`config.mk`:
```
export PLATFORM = sky130hd
export DESIGN_NAME = glyph_run_to_sevenseg_painter_top_flat
export DESIGN_NICKNAME = d
export VERILOG_FILES = /design/src/hdl/gsp_pkg.sv /design/src/hdl/gsp_if.sv /design/src/hdl/glyph_run_to_sevenseg_painter_top.sv /design/src/hdl/gsp_controller.sv /design/src/hdl/gsp_datapath.sv /design/src/flat_wrapper.sv
export SDC_FILE = /design/constraint.sdc
export NUM_CORES = 1
export LEC_CHECK = 0
export ABC_AREA = 1
export BUFFER_PORTS_ARGS = -buffer_cell sky130_fd_sc_hd__buf_2
export CORE_MARGIN = 2
export CORE_UTILIZATION = 49
export DETAILED_ROUTE_END_ITERATION = 6
export GPL_TIMING_DRIVEN = 0
export PLACE_DENSITY_LB_ADDON = 0.3
export SYNTH_ARGS = -nofsm -noshare
export SYNTH_HDL_FRONTEND = slang
export SYNTH_SLANG_ARGS = --single-unit
```
`constraint.sdc`:
```
create_clock -name clk -period 8.2 [get_ports clk]
set_clock_uncertainty 0.05 [all_clocks]
set_input_delay 0.41 -clock clk [delete_from_list [all_inputs] [get_ports clk]]
set_output_delay 0.41 -clock clk [all_outputs]
set_load 0.01 [all_outputs]
```
`src/hdl/gsp_pkg.sv`:
```
// ----------------------------------------------------------------------------
// Glyph run painter package
// Shared field widths, action and register codes, the segment mask table,
// controller state encoding and the command and status bundles.
// ----------------------------------------------------------------------------
`timescale 1ns / 1ps

package gsp_pkg;

    // word field widths
    localparam int ACTION_W    = 2;
    localparam int RECORD_W    = 11;
    localparam int READ_ROW_W  = 2;
    localparam int READ_COL_W  = 3;
    localparam int SEG_W       = 8;

    // run record layout
    localparam int REC_STEP_BIT = 10;
    localparam int REC_X0_MSB   = 9;
    localparam int REC_X0_LSB   = 5;
    localparam int REC_X1_MSB   = 4;
    localparam int REC_X1_LSB   = 0;
    localparam int X_W          = 5;

    // pixel to cell geometry
    localparam int SUB_COLS     = 4;
    localparam int SUB_COL_W    = 2;
    localparam int SUB_ROW_W    = 3;
    localparam int CELL_COL_W   = X_W - SUB_COL_W;
    localparam int CELL_ROW_W   = 5;

    // row position and divide by six by reciprocal
    localparam int             ROW_POS_W   = 7;
    localparam logic [6:0]     ROW_POS_MAX = 7'd127;
    localparam int             DIV6_PROD_W = 15;
    localparam logic [14:0]    DIV6_RECIP  = 15'd171;
    localparam int             DIV6_SHIFT  = 10;
    localparam logic [6:0]     SUB_ROWS    = 7'd6;

    // configuration port
    localparam int CFG_IDX_W      = 2;
    localparam int CFG_DATA_W     = 4;
    localparam int FIRST_COL_W    = 3;
    localparam int NUM_COLS_W     = 4;
    localparam int ROW_COUNT_W    = 3;

    localparam logic [CFG_IDX_W-1:0] CFG_FIRST_COL = 2'd0;
    localparam logic [CFG_IDX_W-1:0] CFG_NUM_COLS  = 2'd1;
    localparam logic [CFG_IDX_W-1:0] CFG_ROW_COUNT = 2'd2;

    localparam logic [FIRST_COL_W-1:0] FIRST_COL_RESET = 3'd0;
    localparam logic [NUM_COLS_W-1:0]  NUM_COLS_RESET  = 4'd8;
    localparam logic [ROW_COUNT_W-1:0] ROW_COUNT_RESET = 3'd4;

    // action codes
    localparam logic [ACTION_W-1:0] ACT_CLEAR = 2'd0;
    localparam logic [ACTION_W-1:0] ACT_PAINT = 2'd1;
    localparam logic [ACTION_W-1:0] ACT_READ  = 2'd2;

    // controller states
    typedef enum logic [6:0] {
        ST_SWEEP  = 7'b0000001,
        ST_IDLE   = 7'b0000010,
        ST_PREP   = 7'b0000100,
        ST_PAINT  = 7'b0001000,
        ST_DRAIN  = 7'b0010000,
        ST_READ   = 7'b0100000,
        ST_RESULT = 7'b1000000
    } state_t;

    // controller to datapath
    typedef struct packed {
        logic load_paint;
        logic load_read;
        logic clear_start;
        logic sweep_step;
        logic prep;
        logic paint_step;
        logic read_issue;
        logic result_load;
    } gsp_cmd_t;

    // datapath to controller
    typedef struct packed {
        logic window_empty;
        logic paint_empty;
        logic sweep_last;
        logic paint_last;
    } gsp_status_t;

    // segment bit lit by a pixel at (line, column) inside one digit cell
    function automatic logic [SEG_W-1:0] seg_bit(input logic [SUB_ROW_W-1:0] sub_row,
                                                 input logic [SUB_COL_W-1:0] sub_col);
        logic [SEG_W-1:0] bits;
        case ({sub_row, sub_col})
            {3'd0, 2'd1}: bits = 8'h40;
            {3'd1, 2'd0}: bits = 8'h02;
            {3'd1, 2'd2}: bits = 8'h20;
            {3'd2, 2'd1}: bits = 8'h01;
            {3'd3, 2'd0}: bits = 8'h04;
            {3'd3, 2'd2}: bits = 8'h10;
            {3'd4, 2'd1}: bits = 8'h08;
            {3'd4, 2'd3}: bits = 8'h80;
            default:      bits = 8'h00;
        endcase
        return bits;
    endfunction

endpackage

```
`src/hdl/gsp_if.sv`:
```
// ----------------------------------------------------------------------------
// Glyph run painter channels
// Valid/ready channels for command words and result words.
// ----------------------------------------------------------------------------
`timescale 1ns / 1ps

interface gsp_cmd_if;
    logic                              valid;
    logic                              ready;
    logic [gsp_pkg::ACTION_W-1:0]      action;
    logic                              new_glyph;
    logic [gsp_pkg::RECORD_W-1:0]      run_record;
    logic [gsp_pkg::READ_ROW_W-1:0]    read_row;
    logic [gsp_pkg::READ_COL_W-1:0]    read_col;

    modport source (output valid, action, new_glyph, run_record, read_row, read_col,
                    input ready);
    modport sink   (input valid, action, new_glyph, run_record, read_row, read_col,
                    output ready);
endinterface

interface gsp_rsp_if;
    logic                              valid;
    logic                              ready;
    logic [gsp_pkg::SEG_W-1:0]         cell_segments;

    modport source (output valid, cell_segments, input ready);
    modport sink   (input valid, cell_segments, output ready);
endinterface

```
`src/hdl/glyph_run_to_sevenseg_painter_top.sv`:
```
// ----------------------------------------------------------------------------
// Glyph run to seven-segment painter
// Top level: command and result channels, register write port, controller
// and datapath.
// ----------------------------------------------------------------------------
`timescale 1ns / 1ps

// Paints run records into a DIGIT_ROWS x DIGIT_COLS store of segment bitmaps.
// Words are taken one at a time; ready is high only while the block is idle.
// A paint word spans N digit columns (1 to 8): a setup state, then one column
// read-modify-write per cycle through the store's separate read and write
// ports, then a drain state to retire the last write; an empty run goes back
// to idle at once. A clear word writes one cell of the window per cycle; an
// empty window goes back to idle at once. A read word passes a read state and
// a result state, which waits while an earlier result is still held, and
// returns one result word; the result register lets the next word in while
// the result waits. After reset the whole grid is zeroed by a clearing pass
// during which no word is accepted; register writes are taken at any time.
module glyph_run_to_sevenseg_painter_top #(
    parameter int DIGIT_ROWS = 4,
    parameter int DIGIT_COLS = 8
) (
    input  logic                            clk,
    input  logic                            rst_n,
    input  logic                            cfg_we,
    input  logic [gsp_pkg::CFG_IDX_W-1:0]   cfg_index,
    input  logic [gsp_pkg::CFG_DATA_W-1:0]  cfg_data,
    gsp_cmd_if.sink                         cmd,
    gsp_rsp_if.source                       rsp
);
    import gsp_pkg::*;

    gsp_cmd_t    dp_cmd;
    gsp_status_t dp_status;

    // sequencing
    gsp_controller u_ctrl (
        .clk       (clk),
        .rst_n     (rst_n),
        .cmd_valid (cmd.valid),
        .action    (cmd.action),
        .cmd_ready (cmd.ready),
        .rsp_valid (rsp.valid),
        .rsp_ready (rsp.ready),
        .status    (dp_status),
        .cmd       (dp_cmd)
    );

    // storage and arithmetic
    gsp_datapath #(
        .DIGIT_ROWS (DIGIT_ROWS),
        .DIGIT_COLS (DIGIT_COLS)
    ) u_dp (
        .clk           (clk),
        .rst_n         (rst_n),
        .cfg_we        (cfg_we),
        .cfg_index     (cfg_index),
        .cfg_data      (cfg_data),
        .new_glyph     (cmd.new_glyph),
        .run_record    (cmd.run_record),
        .read_row      (cmd.read_row),
        .read_col      (cmd.read_col),
        .cmd           (dp_cmd),
        .status        (dp_status),
        .cell_segments (rsp.cell_segments)
    );

endmodule

```
`src/hdl/gsp_controller.sv`:
```
// ----------------------------------------------------------------------------
// Glyph run painter controller
// Sequences the reset clearing pass, window clears, paint runs and cell reads,
// and owns the result word valid flag.
// ----------------------------------------------------------------------------
`timescale 1ns / 1ps

module gsp_controller (
    input  logic                           clk,
    input  logic                           rst_n,
    input  logic                           cmd_valid,
    input  logic [gsp_pkg::ACTION_W-1:0]   action,
    output logic                           cmd_ready,
    output logic                           rsp_valid,
    input  logic                           rsp_ready,
    input  gsp_pkg::gsp_status_t           status,
    output gsp_pkg::gsp_cmd_t              cmd
);
    import gsp_pkg::*;

    state_t state_reg;
    state_t state_next;
    logic   out_valid_reg;
    logic   out_valid_next;

    // next state and datapath commands
    always_comb
    begin
        cmd        = '0;
        state_next = state_reg;
        case (state_reg)
            ST_SWEEP:
            begin
                cmd.sweep_step = 1'b1;
                if (status.sweep_last)
                    state_next = ST_IDLE;
            end
            ST_IDLE:
            begin
                if (cmd_valid)
                begin
                    case (action)
                        ACT_CLEAR:
                        begin
                            cmd.clear_start = 1'b1;
                            if (!status.window_empty)
                                state_next = ST_SWEEP;
                        end
                        ACT_PAINT:
                        begin
                            cmd.load_paint = 1'b1;
                            if (!status.paint_empty)
                                state_next = ST_PREP;
                        end
                        ACT_READ:
                        begin
                            cmd.load_read = 1'b1;
                            state_next    = ST_READ;
                        end
                        default:
                        begin
                            state_next = ST_IDLE;
                        end
                    endcase
                end
            end
            ST_PREP:
            begin
                cmd.prep   = 1'b1;
                state_next = ST_PAINT;
            end
            ST_PAINT:
            begin
                cmd.paint_step = 1'b1;
                if (status.paint_last)
                    state_next = ST_DRAIN;
            end
            ST_DRAIN:
            begin
                state_next = ST_IDLE;
            end
            ST_READ:
            begin
                cmd.read_issue = 1'b1;
                state_next     = ST_RESULT;
            end
            ST_RESULT:
            begin
                if (!out_valid_reg || rsp_ready)
                begin
                    cmd.result_load = 1'b1;
                    state_next      = ST_IDLE;
                end
            end
            default:
            begin
                state_next = ST_IDLE;
            end
        endcase
    end

    // result word valid flag
    always_comb
    begin
        if (cmd.result_load)
            out_valid_next = 1'b1;
        else if (rsp_ready)
            out_valid_next = 1'b0;
        else
            out_valid_next = out_valid_reg;
    end

    always_ff @(posedge clk or negedge rst_n)
    begin
        if (!rst_n)
        begin
            state_reg     <= ST_SWEEP;
            out_valid_reg <= 1'b0;
        end
        else
        begin
            state_reg     <= state_next;
            out_valid_reg <= out_valid_next;
        end
    end

    assign cmd_ready = (state_reg == ST_IDLE);
    assign rsp_valid = out_valid_reg;

endmodule

```
`src/hdl/gsp_datapath.sv`:
```
// ----------------------------------------------------------------------------
// Glyph run painter datapath
// Window registers, row position, cell store with its sweep and
// read-modify-write paint pipeline, and the result register.
// ----------------------------------------------------------------------------
`timescale 1ns / 1ps

module gsp_datapath #(
    parameter int DIGIT_ROWS = 4,
    parameter int DIGIT_COLS = 8
) (
    input  logic                              clk,
    input  logic                              rst_n,
    input  logic                              cfg_we,
    input  logic [gsp_pkg::CFG_IDX_W-1:0]     cfg_index,
    input  logic [gsp_pkg::CFG_DATA_W-1:0]    cfg_data,
    input  logic                              new_glyph,
    input  logic [gsp_pkg::RECORD_W-1:0]      run_record,
    input  logic [gsp_pkg::READ_ROW_W-1:0]    read_row,
    input  logic [gsp_pkg::READ_COL_W-1:0]    read_col,
    input  gsp_pkg::gsp_cmd_t                 cmd,
    output gsp_pkg::gsp_status_t              status,
    output logic [gsp_pkg::SEG_W-1:0]         cell_segments
);
    import gsp_pkg::*;

    localparam int DEPTH = DIGIT_ROWS * DIGIT_COLS;
    localparam int AW    = (DEPTH > 1) ? $clog2(DEPTH) : 1;
    localparam int RCW   = $clog2(DIGIT_ROWS + 1);
    localparam int CCW   = $clog2(DIGIT_COLS + 1);

    localparam logic [5:0] COLS_L = 6'(DIGIT_COLS);
    localparam logic [4:0] ROWS_L = 5'(DIGIT_ROWS);

    // configuration registers
    logic [FIRST_COL_W-1:0] first_col_reg;
    logic [NUM_COLS_W-1:0]  num_cols_reg;
    logic [ROW_COUNT_W-1:0] row_count_reg;

    always_ff @(posedge clk or negedge rst_n)
    begin
        if (!rst_n)
        begin
            first_col_reg <= FIRST_COL_RESET;
            num_cols_reg  <= NUM_COLS_RESET;
            row_count_reg <= ROW_COUNT_RESET;
        end
        else if (cfg_we)
        begin
            case (cfg_index)
                CFG_FIRST_COL: first_col_reg <= cfg_data[FIRST_COL_W-1:0];
                CFG_NUM_COLS:  num_cols_reg  <= cfg_data[NUM_COLS_W-1:0];
                CFG_ROW_COUNT: row_count_reg <= cfg_data[ROW_COUNT_W-1:0];
                default:       first_col_reg <= first_col_reg;
            endcase
        end
    end

    // window limits clipped to the grid
    logic [5:0] col_sum;
    logic [5:0] col_lim_win;
    logic [4:0] row_lim_win;

    assign col_sum     = 6'(first_col_reg) + 6'(num_cols_reg);
    assign col_lim_win = (col_sum > COLS_L) ? COLS_L : col_sum;
    assign row_lim_win = (5'(row_count_reg) > ROWS_L) ? ROWS_L : 5'(row_count_reg);

    assign status.window_empty = (row_lim_win == 5'd0) || (6'(first_col_reg) >= col_lim_win);

    // clear sweep counters, full grid after reset, window on a clear word
    logic           sw_full_reg;
    logic [RCW-1:0] sw_row_reg;
    logic [CCW-1:0] sw_col_reg;
    logic [CCW-1:0] sw_col_first;
    logic [CCW-1:0] sw_col_lim;
    logic [RCW-1:0] sw_row_lim;
    logic           sw_col_wrap;
    logic           sw_row_wrap;
    logic [AW-1:0]  sw_addr;

    assign sw_col_first = sw_full_reg ? '0 : CCW'(first_col_reg);
    assign sw_col_lim   = sw_full_reg ? CCW'(DIGIT_COLS) : CCW'(col_lim_win);
    assign sw_row_lim   = sw_full_reg ? RCW'(DIGIT_ROWS) : RCW'(row_lim_win);
    assign sw_col_wrap  = (sw_col_reg + CCW'(1)) == sw_col_lim;
    assign sw_row_wrap  = (sw_row_reg + RCW'(1)) == sw_row_lim;
    assign sw_addr      = AW'(int'(sw_row_reg) * DIGIT_COLS + int'(sw_col_reg));

    assign status.sweep_last = sw_col_wrap && sw_row_wrap;

    always_ff @(posedge clk or negedge rst_n)
    begin
        if (!rst_n)
        begin
            sw_full_reg <= 1'b1;
            sw_row_reg  <= '0;
            sw_col_reg  <= '0;
        end
        else if (cmd.clear_start)
        begin
            sw_full_reg <= 1'b0;
            sw_row_reg  <= '0;
            sw_col_reg  <= CCW'(first_col_reg);
        end
        else if (cmd.sweep_step)
        begin
            if (sw_col_wrap)
            begin
                sw_col_reg <= sw_col_first;
                sw_row_reg <= sw_row_reg + RCW'(1);
            end
            else
            begin
                sw_col_reg <= sw_col_reg + CCW'(1);
            end
        end
    end

    // row position, saturating
    logic [ROW_POS_W-1:0] row_pos_reg;
    logic [ROW_POS_W-1:0] row_pos_base;
    logic [ROW_POS_W-1:0] row_pos_next;

    assign row_pos_base = new_glyph ? '0 : row_pos_reg;
    assign row_pos_next = (run_record[REC_STEP_BIT] && (row_pos_base != ROW_POS_MAX)) ?
                          row_pos_base + ROW_POS_W'(1) : row_pos_base;

    always_ff @(posedge clk or negedge rst_n)
    begin
        if (!rst_n)
            row_pos_reg <= '0;
        else if (cmd.load_paint)
            row_pos_reg <= row_pos_next;
    end

    // run span latched on a paint word
    logic [X_W-1:0]        x0_reg;
    logic [X_W-1:0]        x1_reg;
    logic [X_W-1:0]        x1_minus_one;
    logic [CELL_COL_W-1:0] col_cnt_reg;
    logic [CELL_COL_W-1:0] col_last_reg;

    assign x1_minus_one       = run_record[REC_X1_MSB:REC_X1_LSB] - X_W'(1);
    assign status.paint_empty = run_record[REC_X0_MSB:REC_X0_LSB] >=
                                run_record[REC_X1_MSB:REC_X1_LSB];
    assign status.paint_last  = (col_cnt_reg == col_last_reg);

    // digit row and line within it, by multiply with the reciprocal of six
    logic [DIV6_PROD_W-1:0] div_prod;
    logic [CELL_ROW_W-1:0]  cell_row;
    logic [ROW_POS_W-1:0]   sub_row_full;
    logic [CELL_ROW_W-1:0]  cy_reg;
    logic [SUB_ROW_W-1:0]   ym_reg;

    assign div_prod     = DIV6_PROD_W'(row_pos_reg) * DIV6_RECIP;
    assign cell_row     = div_prod[DIV6_SHIFT +: CELL_ROW_W];
    assign sub_row_full = row_pos_reg - ROW_POS_W'(ROW_POS_W'(cell_row) * SUB_ROWS);

    always_ff @(posedge clk)
    begin
        if (cmd.load_paint)
        begin
            x0_reg       <= run_record[REC_X0_MSB:REC_X0_LSB];
            x1_reg       <= run_record[REC_X1_MSB:REC_X1_LSB];
            col_cnt_reg  <= run_record[REC_X0_MSB:REC_X0_LSB + SUB_COL_W];
            col_last_reg <= x1_minus_one[X_W-1:SUB_COL_W];
        end
        else if (cmd.paint_step)
        begin
            col_cnt_reg <= col_cnt_reg + CELL_COL_W'(1);
        end
        if (cmd.prep)
        begin
            cy_reg <= cell_row;
            ym_reg <= sub_row_full[SUB_ROW_W-1:0];
        end
    end

    // segment bits of the run pixels inside the current digit column
    logic [SEG_W-1:0] paint_mask;

    always_comb
    begin
        logic [X_W-1:0] pix_x;
        paint_mask = '0;
        for (int s = 0; s < SUB_COLS; s++)
        begin
            pix_x = {col_cnt_reg, SUB_COL_W'(s)};
            if ((pix_x >= x0_reg) && (pix_x < x1_reg))
                paint_mask = paint_mask | seg_bit(ym_reg, SUB_COL_W'(s));
        end
    end

    // window check and address of the painted cell
    logic          paint_in_window;
    logic [AW-1:0] paint_addr;

    assign paint_in_window = (cy_reg < row_lim_win) &&
                             (col_cnt_reg >= first_col_reg) &&
                             (6'(col_cnt_reg) < col_lim_win);
    assign paint_addr      = AW'(int'(cy_reg) * DIGIT_COLS + int'(col_cnt_reg));

    // write stage of the read-modify-write pipeline
    logic             wr_pend_reg;
    logic [AW-1:0]    wr_addr_reg;
    logic [SEG_W-1:0] wr_mask_reg;

    always_ff @(posedge clk or negedge rst_n)
    begin
        if (!rst_n)
            wr_pend_reg <= 1'b0;
        else
            wr_pend_reg <= cmd.paint_step && paint_in_window;
    end

    always_ff @(posedge clk)
    begin
        if (cmd.paint_step)
        begin
            wr_addr_reg <= paint_addr;
            wr_mask_reg <= paint_mask;
        end
    end

    // read word address and off-grid flag
    logic [AW-1:0] rd_addr_reg;
    logic          rd_zero_reg;

    always_ff @(posedge clk)
    begin
        if (cmd.load_read)
        begin
            rd_addr_reg <= AW'(int'(read_row) * DIGIT_COLS + int'(read_col));
            rd_zero_reg <= (int'(read_row) >= DIGIT_ROWS) || (int'(read_col) >= DIGIT_COLS);
        end
    end

    // cell store, one write and one registered read per cycle
    logic [SEG_W-1:0] cell_mem [DEPTH];
    logic [SEG_W-1:0] rdata_reg;
    logic             mem_we;
    logic [AW-1:0]    mem_waddr;
    logic [SEG_W-1:0] mem_wdata;
    logic             mem_re;
    logic [AW-1:0]    mem_raddr;

    assign mem_we    = cmd.sweep_step || wr_pend_reg;
    assign mem_waddr = cmd.sweep_step ? sw_addr : wr_addr_reg;
    assign mem_wdata = cmd.sweep_step ? '0 : (rdata_reg | wr_mask_reg);
    assign mem_re    = cmd.paint_step || cmd.read_issue;
    assign mem_raddr = cmd.read_issue ? rd_addr_reg : paint_addr;

    always_ff @(posedge clk)
    begin
        if (mem_we)
            cell_mem[mem_waddr] <= mem_wdata;
        if (mem_re)
            rdata_reg <= cell_mem[mem_raddr];
    end

    // result register
    logic [SEG_W-1:0] cell_seg_reg;

    always_ff @(posedge clk)
    begin
        if (cmd.result_load)
            cell_seg_reg <= rd_zero_reg ? '0 : rdata_reg;
    end

    assign cell_segments = cell_seg_reg;

endmodule

```
`src/flat_wrapper.sv`:
```
// flat-port wrapper written by rule: the top's interface ports become plain ports
module glyph_run_to_sevenseg_painter_top_flat import gsp_pkg::*;
#(
    parameter int DIGIT_ROWS = 4,
    parameter int DIGIT_COLS = 8
)
  (clk, rst_n, cfg_we, cfg_index, cfg_data, cmd_valid, cmd_action, cmd_new_glyph, cmd_run_record, cmd_read_row, cmd_read_col, cmd_ready, rsp_valid, rsp_cell_segments, rsp_ready);
  gsp_cmd_if cmd_i ();
  gsp_rsp_if rsp_i ();
  input  logic clk;
  input  logic rst_n;
  input  logic cfg_we;
  input  logic [gsp_pkg::CFG_IDX_W-1:0] cfg_index;
  input  logic [gsp_pkg::CFG_DATA_W-1:0] cfg_data;
  input wire logic [$bits(cmd_i.valid)-1:0] cmd_valid;
  input wire logic [$bits(cmd_i.action)-1:0] cmd_action;
  input wire logic [$bits(cmd_i.new_glyph)-1:0] cmd_new_glyph;
  input wire logic [$bits(cmd_i.run_record)-1:0] cmd_run_record;
  input wire logic [$bits(cmd_i.read_row)-1:0] cmd_read_row;
  input wire logic [$bits(cmd_i.read_col)-1:0] cmd_read_col;
  output wire logic [$bits(cmd_i.ready)-1:0] cmd_ready;
  output wire logic [$bits(rsp_i.valid)-1:0] rsp_valid;
  output wire logic [$bits(rsp_i.cell_segments)-1:0] rsp_cell_segments;
  input wire logic [$bits(rsp_i.ready)-1:0] rsp_ready;
  assign cmd_i.valid = cmd_valid;
  assign cmd_i.action = cmd_action;
  assign cmd_i.new_glyph = cmd_new_glyph;
  assign cmd_i.run_record = cmd_run_record;
  assign cmd_i.read_row = cmd_read_row;
  assign cmd_i.read_col = cmd_read_col;
  assign cmd_ready = cmd_i.ready;
  assign rsp_valid = rsp_i.valid;
  assign rsp_cell_segments = rsp_i.cell_segments;
  assign rsp_i.ready = rsp_ready;
  glyph_run_to_sevenseg_painter_top #(.DIGIT_ROWS(DIGIT_ROWS), .DIGIT_COLS(DIGIT_COLS)) u_core (.clk(clk), .rst_n(rst_n), .cfg_we(cfg_we), .cfg_index(cfg_index), .cfg_data(cfg_data), .cmd(cmd_i), .rsp(rsp_i));
endmodule
```
# After elaboration in Yosys (flattened, before gate mapping)
# Memory sizes are Yosys's and may differ from the RTL's. A register that Yosys moved wholly into a read port is not among the register bits.
# Cells that the tools add are included.
dict set report totals {
  output_inout_bits 10
  latch_bits 0
  ramBits 256
  ff_bits 84
  romBits 0
  in_bits 30
  elab_cells 155
  mem_count 1
}
dict set report classes {
  n_reduce_logical 27
  shift 0
  n_mul 2
  n_div 0
  n_lt_le_gt_ge 15
  bitwise_logic 4
  n_eq_ne 24
  mux 52
  addsub 10
}
# memory words word_bits read_ports rd_ports_with_merged_regs write_ports line_no
set memory_table {}
lappend memory_table {u_core.u_dp.cell_mem 32 8 1 1 1 gsp_datapath.sv:238} ;# logic [SEG_W-1:0] cell_mem [DEPTH];
# cell n
set ops {}
lappend ops {{$mux W8} 8}
lappend ops {{$mux W7} 8}
lappend ops {{$pmux W7 S3} 2}
lappend ops {{$pmux W7 S6} 1}
lappend ops {{$mux W3} 11}
lappend ops {{$or A8 B8 Y8} 4}
lappend ops {{$ge A5 B5 Y1} 5}
lappend ops {{$lt A5 B5 Y1} 4}
lappend ops {{$mux W4} 4}
lappend ops {{$mul A7 B8 Y15 const B} 1}
lappend ops {{$mux W5} 3}
lappend ops {{$mux W1} 13}
lappend ops {{$pmux W6 S2} 1}
lappend ops {{$add A5 B3 Y5} 2}
lappend ops {{$logic_and A1 B1 Y1} 9}
lappend ops {{$reduce_and A2 Y1} 4}
lappend ops {{$reduce_bool A2 Y1} 4}
lappend ops {{$add A7 B1 Y7 const B} 1}
lappend ops {{$eq A7 B1 Y1 const B} 1}
lappend ops {{$eq A7 B2 Y1 const B} 1}
lappend ops {{$eq A7 B3 Y1 const B} 1}
lappend ops {{$eq A7 B4 Y1 const B} 1}
lappend ops {{$eq A7 B6 Y1 const B} 1}
lappend ops {{$eq A7 B7 Y1 const B} 1}
lappend ops {{other kinds (31)} 43}

# Depth between registers and ports, before layout
dict set report depth {
  word_depth 9
  depth_mapped 21
  depth_no_buf 21
}

# Modules after synthesis
# From an unflattened synthesis, not the netlist that was laid out.
dict set report hier_totals {
  hier_cells 1399
  area_unflattened_um2 16314.4
}
# module area_each_um2 seq_area_each_um2 cells_per_inst n_inst
set modules_own_cells {}
lappend modules_own_cells {gsp_datapath 15755.1 10083.4 1313 1}
lappend modules_own_cells {gsp_controller 559.3 201.4 86 1}

# Least setup slack after synthesis
# No wires, ideal clock.
dict set report synth_timing {
  path_kind {reg2reg}
  start {register u_core.u_dp.row_pos_reg[4]}
  end {register u_core.u_dp.ym_reg[2], data pin}
  setup_ns 0.252
  arrival_time_ns 3.653
  path_buffers 0
  setup_slack_ns 4.245
  synth_period_minus_slack_ns 3.955
  stages_incl_launch_ff 20
  required_time_ns 7.898
  path_cell_list {dfrtp_1 -> ha_1 -> fa_1 -> inv_1 -> fa_1 -> inv_1 -> fa_1 -> ha_1 -> a21oi_1 -> o21ai_0 -> inv_1 -> a21o_1 -> nand2_1 -> ha_1 -> xnor2_1 -> inv_1 -> nand2_1 -> nand2_1 -> nand2_1 -> nand2_1}
}
dict set report synth_between {
  elab_chain_cells 3
}
# item line_no
set synth_rtl {}
lappend synth_rtl {{start, declared} gsp_datapath.sv:119} ;# logic [ROW_POS_W-1:0] row_pos_reg;
lappend synth_rtl {{start signal, assigned} gsp_datapath.sv:132} ;# row_pos_reg <= row_pos_next;
lappend synth_rtl {{$mul A7 B8 Y15} gsp_datapath.sv:154} ;# assign div_prod = DIV6_PROD_W'(row_pos_reg) * DIV6_RECIP;
lappend synth_rtl {{net u_core.u_dp.div_prod[10]} gsp_datapath.sv:148} ;# logic [DIV6_PROD_W-1:0] div_prod;
lappend synth_rtl {{$mul A5 B2 Y2} gsp_datapath.sv:156} ;# assign sub_row_full = row_pos_reg - ROW_POS_W'(ROW_POS_W'(cell_row) * SUB_ROWS);
lappend synth_rtl {{$sub A3 B3 Y3} gsp_datapath.sv:156}
lappend synth_rtl {{net u_core.u_dp.sub_row_full[2]} gsp_datapath.sv:150} ;# logic [ROW_POS_W-1:0] sub_row_full;
lappend synth_rtl {{end signal, assigned} gsp_datapath.sv:174} ;# ym_reg <= sub_row_full[SUB_ROW_W-1:0];
lappend synth_rtl {{end, declared} gsp_datapath.sv:152} ;# logic [SUB_ROW_W-1:0] ym_reg;
# The timed path passes the listed nets, and every way through them passes these cells.
# A chain may end at the register's enable or synchronous reset.

# Worst setup path after layout
# Ends and elaborated chain as after synthesis.

==> results.txt <==
Ys Warns: 0
Top cells by area, synth: edfxtp_1 (57%), nand2_1 (13%), nand3_1 (5.0%), ha_1 (5.0%), dfrtp_1 (4.5%)
Synthesized area per cell: 9.97 um2
H-tree Lvls: 2
WHS Path Cells: 1
Core Box Area: 0.0335 mm2
First-pass GRT wire length: 62000 um
Period utilization: 53.1%
Grt ovf: 0
Crit path DAT: 4.57 ns
Final Hold Viols: 0
CTS tree: done
Remaining DRCs: 0
Syn Std Cell Area: 0.0167 mm2
Vias: 11.7k
Post-CTS sizing: 0
Num CTS Buffers: 36
Area leader, netlist: edfxtp_1
Initial DRC count: 1004
MaxCap Viol Count: 0
Req. time, crit path: 8.42 ns
Root buf cell: clkbuf_16
Minimum clock period after layout: 4.35 ns
Die X-Extent: 188 um
Sequential-to-total area share from yosys stat: 61.7%
# IOs: 40
Layout cell share with drive strength beyond 1: 9.68%
Setup crit end kind: register
FF-to-FF End: u_core.u_dp.ym_reg[2]
Clk Latency, worst-skew pair: 0.54 ns
VDD IR max: 0.000199 V
Post-synthesis instance total: 1672
Netlist cell types: 42
Max-slew violations: 0
Max reg flops: 256
TNS Setup: 0 ns
Most common cell after layout, fill and taps aside: nand2_1
Synthesis-stage register bit count: 348
Largest net degree at the start of global routing: 35
Post-synth ARST share: 9.77%
Routed WL: 39000 um
Hpwl dp: 27900 um
Largest register by flop count: u_core.u_dp.cell_mem
Pwr dens: 274 mW/mm2
Full die area: 0.0355 mm2
Antenna cells: 0
Min-delay src: cmd_run_record[6]
Hold crit path type: input pin to register
RSZ-0062 raised after global routing: false
Yosys top cell area share: 56.5%
Status: finished, final reports clean
Clk pin slew, worst setup/hold paths: 0.06 ns
Syn Nets: 1778
CP Launch Type: register
Routability Congestion: 0.905
Setup violators final: 0
DR pass1 iterations: 5
Lkg Pwr: 0.00815 uW
Max Fclk: 230 MHz
Reg2reg setup slack: 3.85 ns
Reg-to-Reg Start: u_core.u_dp.row_pos_reg[4]
Total power: 5160 uW
Placement Rows: 67
Detailed-route wire length per cell: 17.5 um
Vias per cell: 5.26
Maximum root-to-sink buffer count: 3
Initial antenna violation count: 0
Critical path type: register to register
Port buffer count: 39
Area growth syn-to-layout: 12.9%
Most frequent cells in the layout: nand2_1 (576), edfxtp_1 (314), inv_1 (198)
Post-synth EDFFs: 314
Vias in the first global route: 11.4k
Fin util: 56.1%
Die height: 188 um
Slew headroom: 13.9%
Initial Utilization: 49.7%
R2R cell count: 19
Clk sinks: 348
Post-DRT Antenna Nets: 0
Crit path max fanout: 5
Predominant post-synthesis flop cell: edfxtp_1
Worst-Margin Slew: 1.29 ns
Final nets: 1866
Hold path endpoint: u_core.u_dp.x0_reg[1]
GRT Total Usage: 22.6%
## how the worst max path moves through the flow
stage	startpoint	end	slack (ns)
after detailed placement	u_core.u_dp.row_pos_reg[4]	u_core.u_dp.ym_reg[2]	3.90
after global routing	u_core.u_dp.row_pos_reg[4]	u_core.u_dp.ym_reg[2]	3.57
after CTS	u_core.u_dp.row_pos_reg[4]	u_core.u_dp.ym_reg[2]	3.86
after floorplan	u_core.u_dp.row_pos_reg[4]	u_core.u_dp.ym_reg[2]	4.24
final	u_core.u_dp.row_pos_reg[4]	u_core.u_dp.ym_reg[2]	3.85
after global placement	u_core.u_dp.row_pos_reg[4]	u_core.u_dp.ym_reg[2]	3.91
## report_power, final
part           total [uW]  switching [uW]  internal [uW]
clock                1680             694            982
sequential           2210            69.9           2140
combinational        1280             899            377
## worst max-delay path, cell delays in order (launching register included)
cell and delay (ns):
dfrtp_1 0.45, ha_1 0.39, fa_1 0.53, inv_1 0.06
fa_1 0.50, inv_1 0.05, fa_1 0.45, ha_1 0.34
a21oi_1 0.14, o21ai_0 0.08, inv_1 0.08, a21o_1 0.17
nand2_1 0.10, ha_1 0.20, xnor2_1 0.20, inv_1 0.06
nand2_1 0.08, nand2_1 0.05, nand2_1 0.05, nand2_1 0.08
## per-layer routing
layer  track usage [%]  vias to the layer above  part of all wire [%]
li1                  -                     5724                     -
met3              2.72                       88                   6.9
met5                 0                        -                     0
met2              37.8                      454                    48
met4              7.75                        0                   3.2
met1              30.7                     5481                    42
## cell type report
class / instances / area, um2
fill: 2910 / 14700
inverter: 202 / 758
clock inverter: 23 / 289
sequential: 348 / 10300
timing repair buffer: 50 / 343
multi-input combinational: 1071 / 5410
buffer: 51 / 262
clock buffer: 42 / 923
tap: 448 / 561
## synth_stat cells (2+ instances only)
cell type  number
nand2_1       576
edfxtp_1      314
inv_1         198
nand3_1       167
nor2_1         94
ha_1           66
o21ai_0        47
buf_2          35
dfrtp_1        30
a21oi_1        21
nand4_1        15
fa_1           10
xnor2_1        10
xor2_1         10
clkbuf_1        9
o211ai_1        9
o21ai_1         7
or2_2           6
buf_4           5
dfstp_2         4
inv_2           4
nor3_1          4
nor4_1          4
o21ai_2         4
a21boi_0        3
a31oi_1         2
nand2_2         2
o22ai_1         2
## cell families (layout without fill, tap and decap cells)
logic type                 after synthesis  count (layout)  share of synthesized area [%]
and+or+nand+nor                        875             875                           21.6
DFF                                    348             348                           61.7
buffers and inverters                  253             368                           6.11
AOI/OAI and AO/OA                       99              99                           3.35
adders and majority gates               76              76                           6.15
xor gates and xnor gates                20              20                           1.05
muxes                                    1               1                         0.0675
## repair_timing
action,in CTS,in global routing
hold buffers,6,0
endpoints found under the hold margin,35,0
buffers inserted,0,0
## metrics by stage
step / cells / setup slack, ns / hold slack, ns / cell area (um2)
2_1_floorplan: 1672 / 4.24 / 0.0644 / 16700
3_3_place_gp: 2159 / 3.91 / 0.426 / 17400
3_5_place_dp: 2164 / 3.90 / 0.427 / 17600
4_1_cts: 2235 / 3.86 / 0.0148 / 18800
5_1_grt: 2235 / 3.57 / 0.0217 / 18800
6_report: 2235 / 3.85 / 0.0317 / 18800
Power figures use the tool's default switching activity.
